`src/design/protobuf_field_tokenizer_assert.svh`:
```
// Assertion macros shared by the protobuf field tokenizer modules.
// Needs nothing but a clock and a reset signal at each point of use.
`ifndef PROTOBUF_FIELD_TOKENIZER_ASSERT_SVH
`define PROTOBUF_FIELD_TOKENIZER_ASSERT_SVH
`ifndef ASSERT_OFF
`define PFT_ASSERT_ALWAYS(label, clk, rst, cond, msg) \
  label: assert property (@(posedge clk) disable iff (rst) (cond)) else $error(msg);
`define PFT_ASSERT_IMPL(label, clk, rst, ante, cons, msg) \
  label: assert property (@(posedge clk) disable iff (rst) (ante) |-> (cons)) else $error(msg);
`define PFT_ASSERT_NEXT(label, clk, rst, ante, cons, msg) \
  label: assert property (@(posedge clk) disable iff (rst) (ante) |=> (cons)) else $error(msg);
`else
`define PFT_ASSERT_ALWAYS(label, clk, rst, cond, msg)
`define PFT_ASSERT_IMPL(label, clk, rst, ante, cons, msg)
`define PFT_ASSERT_NEXT(label, clk, rst, ante, cons, msg)
`endif
`endif

```
`src/design/pft_pkg.sv`:
```
// Shared types and codes for the protobuf field tokenizer.
// Used by pft_core, pft_skid and protobuf_field_tokenizer; depends on nothing.
`timescale 1ns / 1ps
package pft_pkg;

  // Input item kinds.
  localparam logic KIND_BYTE = 1'b0;
  localparam logic KIND_END  = 1'b1;

  // Result kinds.
  localparam logic [2:0] RK_VARINT     = 3'd0;
  localparam logic [2:0] RK_FIXED_HDR  = 3'd1;
  localparam logic [2:0] RK_LEN_HDR    = 3'd2;
  localparam logic [2:0] RK_VALUE_BYTE = 3'd3;
  localparam logic [2:0] RK_BUF_END    = 3'd4;

  // Buffer end status codes.
  localparam logic [1:0] ST_OK        = 2'd0;
  localparam logic [1:0] ST_TRUNCATED = 2'd1;
  localparam logic [1:0] ST_TOO_LONG  = 2'd2;
  localparam logic [1:0] ST_BAD_WIRE  = 2'd3;

  // Wire types handled by the tokenizer.
  localparam logic [2:0] WIRE_VARINT  = 3'd0;
  localparam logic [2:0] WIRE_FIXED64 = 3'd1;
  localparam logic [2:0] WIRE_LEN     = 3'd2;

  localparam logic [63:0] FIXED64_BYTES    = 64'd8;
  localparam logic [3:0]  MAX_VARINT_BYTES = 4'd10;

  typedef struct packed {
    logic [2:0]  result_kind;
    logic [31:0] field_number;
    logic [2:0]  wire_code;
    logic [63:0] value;
    logic [7:0]  value_byte;
    logic        field_end;
    logic [1:0]  status;
  } pft_result_t;

endpackage

```
`src/design/pft_core.sv`:
```
// Tokenizer state machine: varint assembly, field tracking and error status.
// Depends on pft_pkg and the assertion header.
`timescale 1ns / 1ps
`include "protobuf_field_tokenizer_assert.svh"
module pft_core (
  input  logic                 clk,
  input  logic                 rst,
  input  logic                 accept,
  input  logic                 kind,
  input  logic [7:0]           data_byte,
  output logic                 push,
  output pft_pkg::pft_result_t res
);
  import pft_pkg::*;

  typedef enum logic [2:0] {
    PH_TAG, PH_VARINT, PH_LEN, PH_FIXED, PH_PAYLOAD, PH_ERROR
  } phase_t;

  phase_t      phase, phase_next;
  logic [63:0] acc, acc_next;
  logic [3:0]  cnt, cnt_next;
  logic [31:0] cur_field, cur_field_next;
  logic [2:0]  cur_wire, cur_wire_next;
  logic [63:0] remaining, remaining_next;
  logic [1:0]  err, err_next;

  logic [5:0]  shamt;
  logic [63:0] acc_or;
  logic [3:0]  cnt_inc;
  logic [63:0] rem_dec;
  logic [1:0]  end_status;

  assign shamt   = 6'({2'b00, cnt} * 6'd7);
  assign acc_or  = acc | ({57'd0, data_byte[6:0]} << shamt);
  assign cnt_inc = cnt + 4'd1;
  assign rem_dec = remaining - 64'd1;

  always_comb begin
    phase_next     = phase;
    acc_next       = acc;
    cnt_next       = cnt;
    cur_field_next = cur_field;
    cur_wire_next  = cur_wire;
    remaining_next = remaining;
    err_next       = err;
    push           = 1'b0;
    res            = '0;
    end_status     = err;
    if (accept) begin
      if (kind == KIND_END) begin
        if (err == ST_OK && (phase != PH_TAG || cnt != 4'd0)) begin
          end_status = ST_TRUNCATED;
        end
        phase_next     = PH_TAG;
        acc_next       = '0;
        cnt_next       = '0;
        cur_field_next = '0;
        cur_wire_next  = '0;
        remaining_next = '0;
        err_next       = ST_OK;
        push           = 1'b1;
        res.result_kind = RK_BUF_END;
        res.status      = end_status;
      end else begin
        unique case (phase)
          PH_FIXED, PH_PAYLOAD: begin
            remaining_next   = rem_dec;
            push             = 1'b1;
            res.result_kind  = RK_VALUE_BYTE;
            res.field_number = cur_field;
            res.wire_code    = cur_wire;
            res.value_byte   = data_byte;
            res.field_end    = (rem_dec == 64'd0);
            if (rem_dec == 64'd0) begin
              phase_next = PH_TAG;
            end
          end
          PH_TAG, PH_VARINT, PH_LEN: begin
            if (data_byte[7]) begin
              acc_next = acc_or;
              cnt_next = cnt_inc;
              if (cnt_inc >= MAX_VARINT_BYTES) begin
                err_next   = ST_TOO_LONG;
                phase_next = PH_ERROR;
              end
            end else begin
              acc_next = '0;
              cnt_next = '0;
              if (phase == PH_TAG) begin
                cur_field_next = acc_or[34:3];
                cur_wire_next  = acc_or[2:0];
                case (acc_or[2:0])
                  WIRE_VARINT: phase_next = PH_VARINT;
                  WIRE_FIXED64: begin
                    remaining_next   = FIXED64_BYTES;
                    phase_next       = PH_FIXED;
                    push             = 1'b1;
                    res.result_kind  = RK_FIXED_HDR;
                    res.field_number = acc_or[34:3];
                    res.wire_code    = acc_or[2:0];
                    res.value        = FIXED64_BYTES;
                  end
                  WIRE_LEN: phase_next = PH_LEN;
                  default: begin
                    err_next   = ST_BAD_WIRE;
                    phase_next = PH_ERROR;
                  end
                endcase
              end else if (phase == PH_VARINT) begin
                phase_next       = PH_TAG;
                push             = 1'b1;
                res.result_kind  = RK_VARINT;
                res.field_number = cur_field;
                res.wire_code    = cur_wire;
                res.value        = acc_or;
                res.field_end    = 1'b1;
              end else begin
                remaining_next   = acc_or;
                phase_next       = (acc_or == 64'd0) ? PH_TAG : PH_PAYLOAD;
                push             = 1'b1;
                res.result_kind  = RK_LEN_HDR;
                res.field_number = cur_field;
                res.wire_code    = cur_wire;
                res.value        = acc_or;
                res.field_end    = (acc_or == 64'd0);
              end
            end
          end
          PH_ERROR: begin
            // Bytes after an error are dropped until the buffer ends.
          end
          default: begin
            phase_next = PH_ERROR;
          end
        endcase
      end
    end
  end

  always_ff @(posedge clk) begin
    if (rst) begin
      phase     <= PH_TAG;
      acc       <= '0;
      cnt       <= '0;
      cur_field <= '0;
      cur_wire  <= '0;
      remaining <= '0;
      err       <= ST_OK;
    end else begin
      phase     <= phase_next;
      acc       <= acc_next;
      cnt       <= cnt_next;
      cur_field <= cur_field_next;
      cur_wire  <= cur_wire_next;
      remaining <= remaining_next;
      err       <= err_next;
    end
  end

  `PFT_ASSERT_IMPL(a_push_needs_accept, clk, rst, push, accept, "result without transfer")
  `PFT_ASSERT_IMPL(a_error_has_status, clk, rst, phase == PH_ERROR, err != ST_OK,
                   "error phase with clean status")
  `PFT_ASSERT_IMPL(a_count_bound, clk, rst, phase != PH_ERROR, cnt <= 4'd9,
                   "varint byte count out of range")
  `PFT_ASSERT_NEXT(a_end_resets, clk, rst, accept && kind == KIND_END,
                   phase == PH_TAG && cnt == 4'd0 && err == ST_OK,
                   "buffer end did not restore idle state")

endmodule

```
`src/design/pft_skid.sv`:
```
// Two-entry output buffer that decouples the tokenizer from result stalls.
// Depends on pft_pkg and the assertion header.
`timescale 1ns / 1ps
`include "protobuf_field_tokenizer_assert.svh"
module pft_skid (
  input  logic                 clk,
  input  logic                 rst,
  input  logic                 push,
  input  pft_pkg::pft_result_t push_data,
  output logic                 full,
  output logic                 out_valid,
  input  logic                 out_stall,
  output pft_pkg::pft_result_t head
);
  import pft_pkg::*;

  pft_result_t tail;
  logic [1:0]  count;
  logic        pop;

  assign pop       = out_valid && !out_stall;
  assign out_valid = (count != 2'd0);
  assign full      = (count == 2'd2);

  always_ff @(posedge clk) begin
    if (rst) begin
      count <= 2'd0;
    end else begin
      case (count)
        2'd0: begin
          if (push) begin
            head  <= push_data;
            count <= 2'd1;
          end
        end
        2'd1: begin
          if (pop && push) begin
            head <= push_data;
          end else if (pop) begin
            count <= 2'd0;
          end else if (push) begin
            tail  <= push_data;
            count <= 2'd2;
          end
        end
        default: begin
          if (pop) begin
            head  <= tail;
            count <= 2'd1;
          end
        end
      endcase
    end
  end

  `PFT_ASSERT_ALWAYS(a_count_range, clk, rst, count != 2'd3, "buffer count out of range")
  `PFT_ASSERT_IMPL(a_no_push_full, clk, rst, push, !full, "push into full buffer")
  `PFT_ASSERT_NEXT(a_tail_moves, clk, rst, full && pop, head == $past(tail),
                   "waiting result lost on drain")

endmodule

```
`src/design/protobuf_field_tokenizer.sv`:
```
// A result is registered into the output buffer and shows on the outputs when any
// result ahead of it is taken. Throughput: one input item per cycle; the tokenizer
// state is updated by a single combinational pass; a two-entry output buffer absorbs
// result stalls, so input stalls only when two results wait. Reset is synchronous
// and active high: it returns the parser to tag reading and empties the buffer.
`timescale 1ns / 1ps
// Top level of the protobuf field tokenizer.
// Depends on pft_pkg, pft_core and pft_skid.
module protobuf_field_tokenizer (
  input  logic        clk,
  input  logic        rst,
  input  logic        in_valid,
  output logic        in_stall,
  input  logic        kind,
  input  logic [7:0]  data_byte,
  output logic        out_valid,
  input  logic        out_stall,
  output logic [2:0]  result_kind,
  output logic [31:0] field_number,
  output logic [2:0]  wire_code,
  output logic [63:0] value,
  output logic [7:0]  value_byte,
  output logic        field_end,
  output logic [1:0]  status
);
  import pft_pkg::*;

  logic        accept;
  logic        push;
  logic        full;
  pft_result_t res;
  pft_result_t head;

  // Every input transfer produces at most one result, so the input only has to
  // wait when both buffer entries are taken. Bytes that produce no result still
  // need a free entry, which keeps the stall a plain registered flag.
  assign in_stall = full;
  assign accept   = in_valid && !in_stall;

  // The core holds the parse state: the current phase, the varint being built,
  // the field number and wire type of the open field, the count of value bytes
  // still owed, and the first error seen in this buffer.
  pft_core u_core (
    .clk       (clk),
    .rst       (rst),
    .accept    (accept),
    .kind      (kind),
    .data_byte (data_byte),
    .push      (push),
    .res       (res)
  );

  // The result register and its skid entry.
  pft_skid u_skid (
    .clk       (clk),
    .rst       (rst),
    .push      (push),
    .push_data (res),
    .full      (full),
    .out_valid (out_valid),
    .out_stall (out_stall),
    .head      (head)
  );

  assign result_kind  = head.result_kind;
  assign field_number = head.field_number;
  assign wire_code    = head.wire_code;
  assign value        = head.value;
  assign value_byte   = head.value_byte;
  assign field_end    = head.field_end;
  assign status       = head.status;

endmodule
```
`config.mk`:
```
export PLATFORM = sky130hd
export DESIGN_NAME = protobuf_field_tokenizer
export DESIGN_NICKNAME = d
export VERILOG_FILES = /design/src/design/pft_pkg.sv /design/src/design/pft_core.sv /design/src/design/pft_skid.sv /design/src/design/protobuf_field_tokenizer.sv
export VERILOG_INCLUDE_DIRS = /design/src /design/src/design
export SDC_FILE = /design/constraint.sdc
export NUM_CORES = 1
export LEC_CHECK = 0
export ABC_AREA = 1
export BUFFER_PORTS_ARGS = -buffer_cell sky130_fd_sc_hd__buf_4
export CAP_MARGIN = 20
export CORE_MARGIN = 3
export CORE_UTILIZATION = 45
export CTS_CLUSTER_SIZE = 25
export DETAILED_ROUTE_END_ITERATION = 8
export PLACE_DENSITY = 0.61
export SLEW_MARGIN = 20
export SYNTH_ARGS = -nofsm -noshare
export SYNTH_HDL_FRONTEND = slang
export SYNTH_SLANG_ARGS = --single-unit
export TNS_END_PERCENT = 5
```
`constraint.sdc`:
```
create_clock -name clk -period 23 [get_ports clk]
set_clock_uncertainty 0.2 [all_clocks]
set_input_delay 0 -clock clk [delete_from_list [all_inputs] [get_ports clk]]
set_output_delay 0 -clock clk [all_outputs]
set_load 0.005 [all_outputs]
```
### Word level (Yosys, flattened, before mapping)

Cells that the tools add are included.

| word-level totals | value |
|---|---|
| output and inout port bits | 115 |
| input port bits | 13 |
| word-level logic and storage cells | 152 |
| register bits after elaboration | 400 |

| operators by class | value |
|---|---|
| shift operators | 1 |
| muxes and demuxes | 67 |
| eq/ne operators | 22 |
| add/subtract/negate cells | 2 |
| magnitude comparators | 1 |
| reduce and logical (&&, ||, !) cells | 32 |
| $mul | 1 |
| bitwise gates (word level) | 4 |

Operators with widths:

| operator | number |
|---|---|
| 64-bit two-way mux | 9 |
| 113-bit two-way mux | 4 |
| 113-bit one-hot mux with 2 select lines | 1 |
| 102-bit two-way mux | 2 |
| 64-bit zero test | 2 |
| 32-bit two-way mux | 4 |
| 64-bit one-hot mux with 2 select lines | 1 |
| 108-bit two-way mux | 1 |
| 101-bit two-way mux | 1 |
| 100-bit two-way mux | 1 |
| 38-bit one-hot mux with 2 select lines | 1 |
| 64-bit OR | 1 |
| 7-bit by 6-bit << shifter with 64-bit output | 1 |
| 64-bit by 1-bit subtractor with 64-bit output, second input constant | 1 |
| 3-bit two-way mux | 12 |
| 2-bit two-way mux | 13 |
| 3-bit one-hot mux with 3 select lines | 2 |
| 4-bit AND reduction | 4 |
| 5-bit AND reduction | 3 |
| 4-bit two-way mux | 3 |
| 3-bit nonzero test | 4 |
| 3-bit by 2-bit == test with 1-bit output, second input constant | 3 |
| 1-bit two-way mux | 8 |
| 8-bit two-way mux | 1 |
| 27 further kinds | 47 |

### Depth between registers and ports, before layout

| logic depth | value |
|---|---|
| depth after elaboration | 14 |
| mapped depth | 24 |
| gate-level depth less buffers | 23 |

### Hierarchy

Synthesis repeated with hierarchy kept, for this count alone.

| unflattened totals | value |
|---|---|
| cells, all modules | 2648 |
| area total of the unflattened synthesis | 20613.5 µm² |

By module, submodules not included:

| module | cells each | times used | sequential area each (µm²) | area each (µm²) |
|---|---|---|---|---|
| pft_core | 2033 | 1 | 3443.3 | 12256.8 |
| pft_skid | 613 | 1 | 6826.5 | 8346.8 |
| protobuf_field_tokenizer | 2 | 1 | 0.0 | 10.0 |

### Least setup slack after synthesis

OpenSTA, ideal clock, no wires.

| timing | value |
|---|---|
| kind | register -> register |
| start | register u_core.cnt[1] |
| end | register, netlist name u_skid.head[0] |
| clock period less this slack | 8565 ps |
| data required time | 22214 ps |
| setup time | 586 ps |
| path buffers | 0 |
| arrival | 7779 ps |
| cell stages (with the launch flop) | 20 |
| path slack | 14435 ps |
| path through | dfxtp_1 > inv_1 > fa_1 > inv_1 > ha_1 > inv_1 > fa_1 > xnor2_1 > inv_2 > nor2_1 > inv_1 > o21ai_4 > nand2_4 > nand2_2 > a21oi_1 > nand2_1 > nand2_1 > o21ai_0 > nand3_1 > nor2_1 |

| between the ends | value |
|---|---|
| cells in the longest elaborated chain, start to end | 13 |
| elaborated cells on any way between the ends | 14 |
| those cells by class | mul (1); eq/ne (3); shift (1); mux (6); bitwise (1); reduce/logical (2) |

RTL lines:

| what | RTL line | source |
|---|---|---|
| start, declared | pft_core.sv:22 | `logic [3:0] cnt, cnt_next;` |
| start signal, assigned | pft_core.sv:153 | `cnt <= cnt_next;` |
| 4-bit by 3-bit multiplier with 6-bit output (*) | pft_core.sv:34 | `assign shamt = 6'({2'b00, cnt} * 6'd7);` |
| 7-bit by 6-bit << shifter with 64-bit output (*) | pft_core.sv:35 | `assign acc_or = acc \| ({57'd0, data_byte[6:0]} << shamt);` |
| 64-bit OR (*) | pft_core.sv:35 |  |
| 3-bit by 1-bit == test with 1-bit output (*) | pft_core.sv:93 | `case (acc_or[2:0])` |
| 1-bit two-way mux (*) | pft_core.sv:93 |  |
| 1-bit two-way mux (*) | pft_core.sv:90 | `if (phase == PH_TAG) begin` |
| 1-bit two-way mux (*) | pft_core.sv:80 | `if (data_byte[7]) begin` |
| 1-bit one-hot mux with 2 select lines (*) | pft_core.sv:66 | `unique case (phase)` |
| 1-bit two-way mux (*) | pft_core.sv:51 | `if (kind == KIND_END) begin` |
| 1-bit two-way mux (*) | pft_core.sv:50 | `if (accept) begin` |
| 1-bit logical AND | pft_skid.sv:37 | `if (pop && push) begin` |
| 2-bit by 1-bit inequality test with 1-bit output (no source line) | -- |  |
| 4-bit AND reduction (no source line) (*) | -- |  |

Every way passes the cells marked *; elsewhere a longest branch is shown, timed or not.
A chain may end at the register's enable or synchronous reset.

### Worst setup path after layout

| timing | value |
|---|---|
| start | register u_core.cnt[0] |
| end | register, netlist name u_skid.head[38] |

| between the ends | value |
|---|---|
| cells in the longest elaborated chain, start to end | 13 |
| elaborated cells on any way between the ends | 14 |
| those cells by class | mul (1); eq/ne (3); shift (1); mux (6); bitwise (1); reduce/logical (2) |

RTL lines:

| what | RTL line |
|---|---|
| 4-bit by 3-bit multiplier with 6-bit output (*) | pft_core.sv:34 |
| 7-bit by 6-bit << shifter with 64-bit output (*) | pft_core.sv:35 |
| 64-bit OR (*) | pft_core.sv:35 |
| 3-bit by 1-bit == test with 1-bit output (*) | pft_core.sv:93 |
| 1-bit two-way mux (*) | pft_core.sv:93 |
| 1-bit two-way mux (*) | pft_core.sv:90 |
| 1-bit two-way mux (*) | pft_core.sv:80 |
| 1-bit one-hot mux with 2 select lines (*) | pft_core.sv:66 |
| 1-bit two-way mux (*) | pft_core.sv:51 |
| 1-bit two-way mux (*) | pft_core.sv:50 |
| 1-bit logical AND | pft_skid.sv:37 |
| 2-bit by 1-bit inequality test with 1-bit output (no source line) | -- |
| 4-bit AND reduction (no source line) (*) | -- |

Marked as above.

==> qor.csv <==
stage,metric,value,unit
grt,antenna_found_initial,1,
synth,synth.distinct_cells,52,
clock_tree,clock_path_buffers,3,
sta,finalCritPeriodShare,0.287,
power_and_ir_drop,p_switching,700,µW
power_and_ir_drop,p_leak,0.00930,µW
route,vias,18100,
setup_path,critPathRequiredTime,23010,ps
floorplanning,ios,128,
sta,slew_violations,0,
synth,synth_area,0.0205,mm²
outcome,outcome,"finished, final reports clean",
clock_tree,root_buffer,clkbuf_16,
synth,synthXorXnorAreaFrac,0.0167,
route,drt_pass1_iterations,6,
clock_tree,clock_latency,590,ps
layout,stdcell_count,3316,
synth,synth-seq-cells,400,
grt,overflow,0,
floorplanning,fp-row-count,77,
synth,ys_seq_area_frac,0.501,
sta,slew_headroom,0.236,
place,io_buffers,127,
floorplanning,core,0.0446,mm²
power_and_ir_drop,powerDensity,88.5,mW/mm²
synth,yosys_warnings,0,
synth,ys.flop_type,edfxtp_1,
floorplanning,die_h,219,µm
clock_tree,clkTransAtPathRegs,60,ps
route,vias_per_cell,5.45,
sta,hold_viol,0,
floorplanning,dieArea,0.0481,mm²
route,routed-wl-met3,5.47,mm
setup_path,endpoint_kind,flop,
sta,worstMarginPinSlew,1150,ps
layout,final_cell_mix,"859 x nand2_1, 358 x nor2_1, 226 x edfxtp_1",
setup_path,worstSetupPathType,flop to flop,
route,met2WireLength,30.1,mm
grt,grt_max_degree,94,
setup_path,reg2reg_depth,22,
route,met1_length,31.0,mm
route,routed_wl,68.1,mm
route,wl_per_cell,20.5,µm
route,ant_nets,0,
setup_path,reg2reg_from,u_core.cnt[0],
setup_path,crit_path_max_fanout,67,
place,hpwl,49.2,mm
clock_tree,cts_tree,done,
setup_path,cp-start-kind,flop,
setup_path,crit_end,u_skid.head[38],
setup_path,startpoint,u_core.cnt[0],
route,drt_iter0_drc,1889,
min_path,min_path_type,primary input to flop,
clock_tree,ctsHtreeMaxLevel,2,
synth,synth_mux_area_frac,0.00208,
synth,synth-simple-area-share,0.288,
layout,final_common_cell,nand2_1,
sta,fin_crit,6600,ps
synth,syn_inst,2610,
setup_path,r2r_slack,16400,ps
layout,final_layout_size_suffix_gt1_frac,0.113,
floorplanning,die_w,219,µm
synth,synth_edf_count,226,
clock_tree,cts_resized,0,
power_and_ir_drop,p_int,1380,µW
power_and_ir_drop,p_clk_frac,0.351,
synth,synth_top_family_by_area,simple AND/OR/NAND/NOR gates,
power_and_ir_drop,p_sw_frac,0.337,
sta,setup_viol,0,
layout,syn_to_final_growth,14.6,%
grt,grt_pass1_vias,16800,
synth,synth_compound_area_frac,0.111,
grt,grt.total_usage,0.282,
place,dp.cells,3219,
sta,max_freq,152,MHz
run,drv_cap,0,
sta,rsz0062_at_grt,false,
synth,ys_async_sr_fraction,0,
synth,syn_avg_cell_area,7.85,µm²
layout,layout.nets,2716,
clock_tree,clkSinkCount,400,
synth,synthAdderAreaFrac,0.0106,
power_and_ir_drop,seqPwrFrac,0.405,
grt,grt_first_pass_wirelength,103,mm
floorplanning,initial_utilization,0.459,
synth,syn_nets,2638,
route,drt_drc_violations_left,0,
clock_tree,numCtsBuffers,44,
sta,finalSetupTns,0,ps
layout,num_antenna_cells,0,
route,top_layer,met5,
power_and_ir_drop,comb_power_share,0.244,
setup_path,arrival,6610,ps
place,gp_congestion,0.976,
power_and_ir_drop,max-vdd-ir-drop,0.0000651,V
setup_path,r2r_end,u_skid.head[38],
clock_tree,cts_setup_buffers,0,
[state kept, by name (all words and copies together), names as in the netlist]
register	count
u_skid.head	113
u_core.err	2
u_skid.count	2
u_core.cur_field	32
u_skid.tail	113
u_core.acc	64
u_core.phase	3
u_core.cnt	4
u_core.cur_wire	3
u_core.remaining	64
[critical path, cell delays in order, from the launching register on]
cell	delay (ps)
dfxtp_1	580
inv_2	200
fa_1	500
inv_1	70
ha_1	170
inv_1	70
fa_1	460
xnor2_2	150
buf_4	230
inv_2	370
nor2_1	130
a21o_1	260
nor2_4	160
nand2_4	70
nand2_2	70
a21oi_1	80
nand2_1	110
nand2_1	100
o21ai_0	250
nand3_1	170
nor2_4	610
buf_4	460
buf_4	670
[metal layers]
layer	GRT usage	vias to the layer above
met5	0	-
met4	0.0756	2
met3	0.0522	92
met2	0.429	670
met1	0.413	8533
li1	-	8774
[through the flow]
step	setup slack [ps]	hold WS [ps]	cell area, µm²	utilization	total power [µW]
finish	16400	177	23500	0.527	2080
floorplan	14430	-11.1	20500	-	1180
global placement	16560	163	21800	0.490	1350
CTS	16400	136	23500	0.527	2090
detailed placement	16410	170	21800	0.490	1350
global route	15900	173	23500	0.527	2180
[cells by family after synthesis]
group | Yosys count
buffers and inverters | 362
XOR/XNOR | 39
AO/OA/AOI/OAI | 349
AND/OR/NAND/NOR | 1441
flip-flops | 400
multiplexers | 4
adder cells (fa/ha/maj) | 15
[final cells by class]
| cell class | count | area [µm²] |
|---|---|---|
| Timing Repair Buffer | 165 | 1280 |
| Multi-Input combinational cell | 1848 | 8830 |
| Clock inverter | 21 | 250 |
| Tap cell | 592 | 741 |
| Fill cell | 4286 | 21100 |
| Inverter | 229 | 865 |
| Clock buffer | 61 | 1250 |
| Sequential cell | 400 | 10300 |
[how the worst min path moves through the flow]
| stage | depth (start not counted) | slack [ps] | start | end |
|---|---|---|---|---|
| global route | 4 | 170 | data_byte[0] | u_skid.tail[3] |
| finish | 4 | 180 | data_byte[0] | u_skid.tail[3] |
| floorplan | 3 | -10 | data_byte[7] | u_core.err[0] |
| CTS | 4 | 140 | data_byte[0] | u_skid.tail[3] |
| detailed placement | 3 | 170 | out_stall | u_skid.count[1] |
| global placement | 3 | 160 | out_stall | u_skid.count[1] |
[synthesized netlist by cell type, drive strengths merged (23+ instances only)]
cell,number,share of area
o22ai,52,0.016
nand3,123,0.031
nand2,880,0.16
a211oi,23,0.011
buf,44,0.011
dfxtp,174,0.17
inv,224,0.041
nor2,387,0.077
a21oi,98,0.025
o31ai,26,0.0095
edfxtp,226,0.33
xor2,35,0.015
a221oi,24,0.011
nand4,29,0.0089
clkbuf,89,0.016
o32ai,35,0.015
o21ai,81,0.020
[power by group through the flow]
stage,Combinational [µW],Sequential [µW],Clock (µW)
6_report,508,841,730
4_1_cts,501,841,744
2_1_floorplan,322,855,0
3_5_place_dp,497,856,0
5_1_grt,558,846,772
3_3_place_gp,496,855,0
[what timing repair did]
action,4_1_cts,5_1_grt
setup endpoints to repair,0,0
hold endpoints to repair,92,0
hold buffers,15,0
Power figures use the tool's default switching activity.
